$ cat src/rsi_fifo.sv
// small register-based queue between the front and back halves
module rsi_fifo #(
   parameter int WIDTH = 8,
   parameter int DEPTH = 4
) (
   input  logic             clock,
   input  logic             reset,
   input  logic             push,
   input  logic [WIDTH-1:0] din,
   output logic             full,
   input  logic             pop,
   output logic [WIDTH-1:0] dout,
   output logic             empty
);
   localparam int PTR_W = $clog2(DEPTH);

   logic [WIDTH-1:0] mem_ff [DEPTH];
   logic [PTR_W-1:0] wr_ptr_ff;
   logic [PTR_W-1:0] rd_ptr_ff;
   logic [PTR_W:0]   cnt_ff;

   assign full  = cnt_ff == (PTR_W + 1)'(DEPTH);
   assign empty = cnt_ff == '0;
   assign dout  = mem_ff[rd_ptr_ff];

   always_ff @(posedge clock) begin
      if (push) begin
         mem_ff[wr_ptr_ff] <= din;
      end
   end

   always_ff @(posedge clock) begin
      if (reset) begin
         wr_ptr_ff <= '0;
         rd_ptr_ff <= '0;
         cnt_ff    <= '0;
      end else begin
         if (push) begin
            wr_ptr_ff <= wr_ptr_ff + 1'b1;
         end
         if (pop) begin
            rd_ptr_ff <= rd_ptr_ff + 1'b1;
         end
         case ({push, pop})
            2'b10: cnt_ff <= cnt_ff + 1'b1;
            2'b01: cnt_ff <= cnt_ff - 1'b1;
            default: cnt_ff <= cnt_ff;
         endcase
      end
   end
endmodule

$ cat config.mk
export PLATFORM = sky130hd
export DESIGN_NAME = rsi_fifo
export DESIGN_NICKNAME = d
export VERILOG_FILES = /design/src/rsi_fifo.sv
export SDC_FILE = /design/constraint.sdc
export NUM_CORES = 1
export LEC_CHECK = 0
export BUFFER_PORTS_ARGS = -buffer_cell sky130_fd_sc_hd__buf_2
export CORE_MARGIN = 2
export CORE_UTILIZATION = 43
export CTS_CLUSTER_SIZE = 14
export DETAILED_ROUTE_END_ITERATION = 16
export PLACE_DENSITY = 0.73
export SYNTH_ARGS = -nofsm -noshare
export SYNTH_HDL_FRONTEND = slang
export SYNTH_SLANG_ARGS = --single-unit
$ cat constraint.sdc
create_clock -name clock -period 1.9 [get_ports clock]
set_clock_uncertainty 0.05 [all_clocks]
set_input_delay 0.38 -clock clock [delete_from_list [all_inputs] [get_ports clock]]
set_output_delay 0.38 -clock clock [all_outputs]
set_load 0.005 [all_outputs]
==> out/metrics.yaml <==
outcome:
  status: "complete, no violations"
hold_path:
  hold_class: "input pin to flop"
cts:
  clockRootBuffer: "clkbuf_8"
  clk_latency_ps: 290
  cts.sinks: 41
  tritoncts: "yes"
  clkSlewWorstSetupHoldPaths_ps: 70
  ctsHoldBuffers: 0
  cts_buffers: 5
  clockBufferDepth: 2
  cts_setup_buffers: 0
  htree_levels: 2
run:
  max-cap-violations: 0
sta:
  setup_viol: 0
  finalCriticalPeriod_ps: 1840
  finalCritPeriodShare: 0.970
  rsz0062_at_grt: "yes"
  fin_ws_ps: 57.6
  slew_headroom: 0.707
  holdWs_ps: 255
  finalHoldViolCount: 0
  worstMarginPinSlew_ps: 440
  tns_ps: 0
  max_freq_mhz: 543
  maxSlewViolCount: 0
power:
  leakagePower_nw: 0.689
  vdd_drop_max_v: 0.000509
  pwr_density_cell_nw_per_um2: 1040
  finalPower_mw: 1.97
synthesis:
  yosysTopAreaCellShare: 0.604
  netlist_instances: 89
  yosysUniqueCellTypes: 20
  syn-cell-area_um2: 1590
  ys_seq_area_frac: 0.717
  synth_area_leaders: "edfxtp_1 (60%), dfxtp_1 (11%), mux4_2 (11%)"
  ys_seq_elements: 41
  yosys_warnings: 0
  synth_nets: 107
  yosys.area.top_type: "edfxtp_1"
  avgSynthCellArea_um2: 17.9
route:
  post_drt_wl_per_cell_um: 14.9
  drtPass1Iterations: 4
  drc: 0
  drt_first_iter_violations: 26
  vias: 801
  finalWirelength_mm: 2.45
  vias_per_cell: 4.85
  ant_nets: 0
floorplanning:
  die_x_um: 64.8
  initial_core_util: 0.441
  ios: 22
  design.die.area_um2: 4200
  die_y_um: 64.8
  rows: 22
  core_um2: 3610
finish:
  drive_gt1_frac: 0.342
  multiInputGateArea_um2: 408
  finish.instance_area_um2: 1890
  area_growth_pct: 18.5
  seq_area_um2: 1140
  fin_nets: 134
  antenna_cells: 0
  n_fill_cell: 315
critical_path:
  required_ps: 1470
  cp_max_fo: 8
  endpoint: "dout[2]"
  critPathCaptureType: "output port"
  reg2reg_slack_ps: 310
  crit_arrival_ps: 1410
  critical_path_class: "flop to output port"
  cp-start-kind: "flop"
  ff2ff_path_depth: 5
  r2r_start: "cnt_ff[0]"
  worstReg2RegEnd: "cnt_ff[2]"
global_route:
  grt_antenna_before_repair: 0
  grt.overflow.total: 0
  grt_pass1_vias: 835
  grt_max_degree: 14
  grt_pass1_wl_mm: 4.13
  grtUsageTotal: 0.140
placed_design:
  hpwl_mm: 1.73
  port_buffers: 21
  place_area_um2: 1750
  gp_congestion: 0.747
  preCtsSetupSlack_ps: 23.0
==> placed cells by master, fill, tap and decap left out, types with 2 or more instances in the layout <==
cell type / synthesis / layout
a21oi_1: 2 / 2
nor2_1: 8 / 8
xnor2_1: 2 / 2
xor2_1: 3 / 3
clkbuf_8: 0 / 6
ha_1: 5 / 5
buf_2: 0 / 21
mux4_2: 8 / 8
inv_1: 6 / 6
and2_1: 4 / 4
dfxtp_1: 9 / 8
edfxtp_1: 32 / 32
==> cell type report <==
type / count / area share
multi-input cells: 39 / 0.216
well taps: 48 / 0.0319
clock inverters: 2 / 0.0199
flip-flops and latches: 41 / 0.606
clock buffers: 6 / 0.0438
repair buffers: 23 / 0.0703
inverters: 6 / 0.0119
==> metrics by stage <==
stage | std cells | utilization
2_1_floorplan | 89 | -
3_3_place_gp | 157 | 0.486
3_5_place_dp | 157 | 0.486
4_1_cts | 165 | 0.520
5_1_grt | 165 | 0.523
6_report | 165 | 0.523
==> metal layers <==
metal / global-route usage / wire, um / up-vias
met3: 0.0677 / 175 / 7
met4: 0.0559 / 44 / 0
met5: 0 / 0 / -
li1: - / - / 381
met1: 0.164 / 1010 / 387
met2: 0.222 / 1220 / 26
==> registers in the layout, indices dropped and copies added, names as in the netlist, named ones only <==
| name | count |
|---|---|
| mem_ff | 32 |
| wr_ptr_ff | 2 |
| rd_ptr_ff | 2 |
| cnt_ff | 3 |
==> timing repair <==
item	in CTS	in global routing
gates resized for setup	1	3
endpoints found under the hold margin	0	0
endpoints found under the setup margin	8	8
cloned	0	0
==> worst max-delay path: stages, from the launching register on <==
cell and delay (ps):
dfxtp_2 340, buf_12 140, mux4_2 500, buf_2 140
==> where the power goes <==
group | internal [mW] | leakage [nW] | switching [mW]
Clock | 0.427 | 0.0574 | 0.277
Sequential | 1.02 | 0.368 | 0.0285
Combinational | 0.112 | 0.263 | 0.101
==> synthesized netlist by cell type <==
library cell,n
buf_6,1
a21oi_1,2
xor2_1,3
mux4_2,8
nor2_1,8
fa_1,1
nor3_1,1
clkbuf_2,1
and2_1,4
inv_1,6
and3_1,1
o21ai_0,1
edfxtp_1,32
dfxtp_1,9
or3_1,1
xnor2_1,2
clkbuf_1,1
mux2i_1,1
ha_1,5
nand2_1,1
==> how the worst min path moves through the flow <==
stage,endpoint,cells past startpoint,start,slack (ps)
floorplan,cnt_ff[2],2,cnt_ff[2],420
global placement,cnt_ff[2],2,cnt_ff[2],440
detailed placement,cnt_ff[1],2,cnt_ff[1],470
CTS,mem_ff[3][5],1,din[5],240
global route,mem_ff[0][3],1,din[3],240
finish,mem_ff[2][0],1,din[0],250
==> logic make-up (layout without fill, tap and decap cells) <==
group / after synthesis / after routing / synth area share
and+or+nand+nor: 16 / 16 / 0.0480
adders and majority gates: 6 / 6 / 0.0519
DFF: 41 / 41 / 0.717
AOI/OAI and AO/OA: 3 / 3 / 0.00943
xor gates and xnor gates: 5 / 5 / 0.0275
muxes: 9 / 9 / 0.119
buffers and inverters: 9 / 37 / 0.0267
No activity file was read; power rests on OpenSTA's default activity.
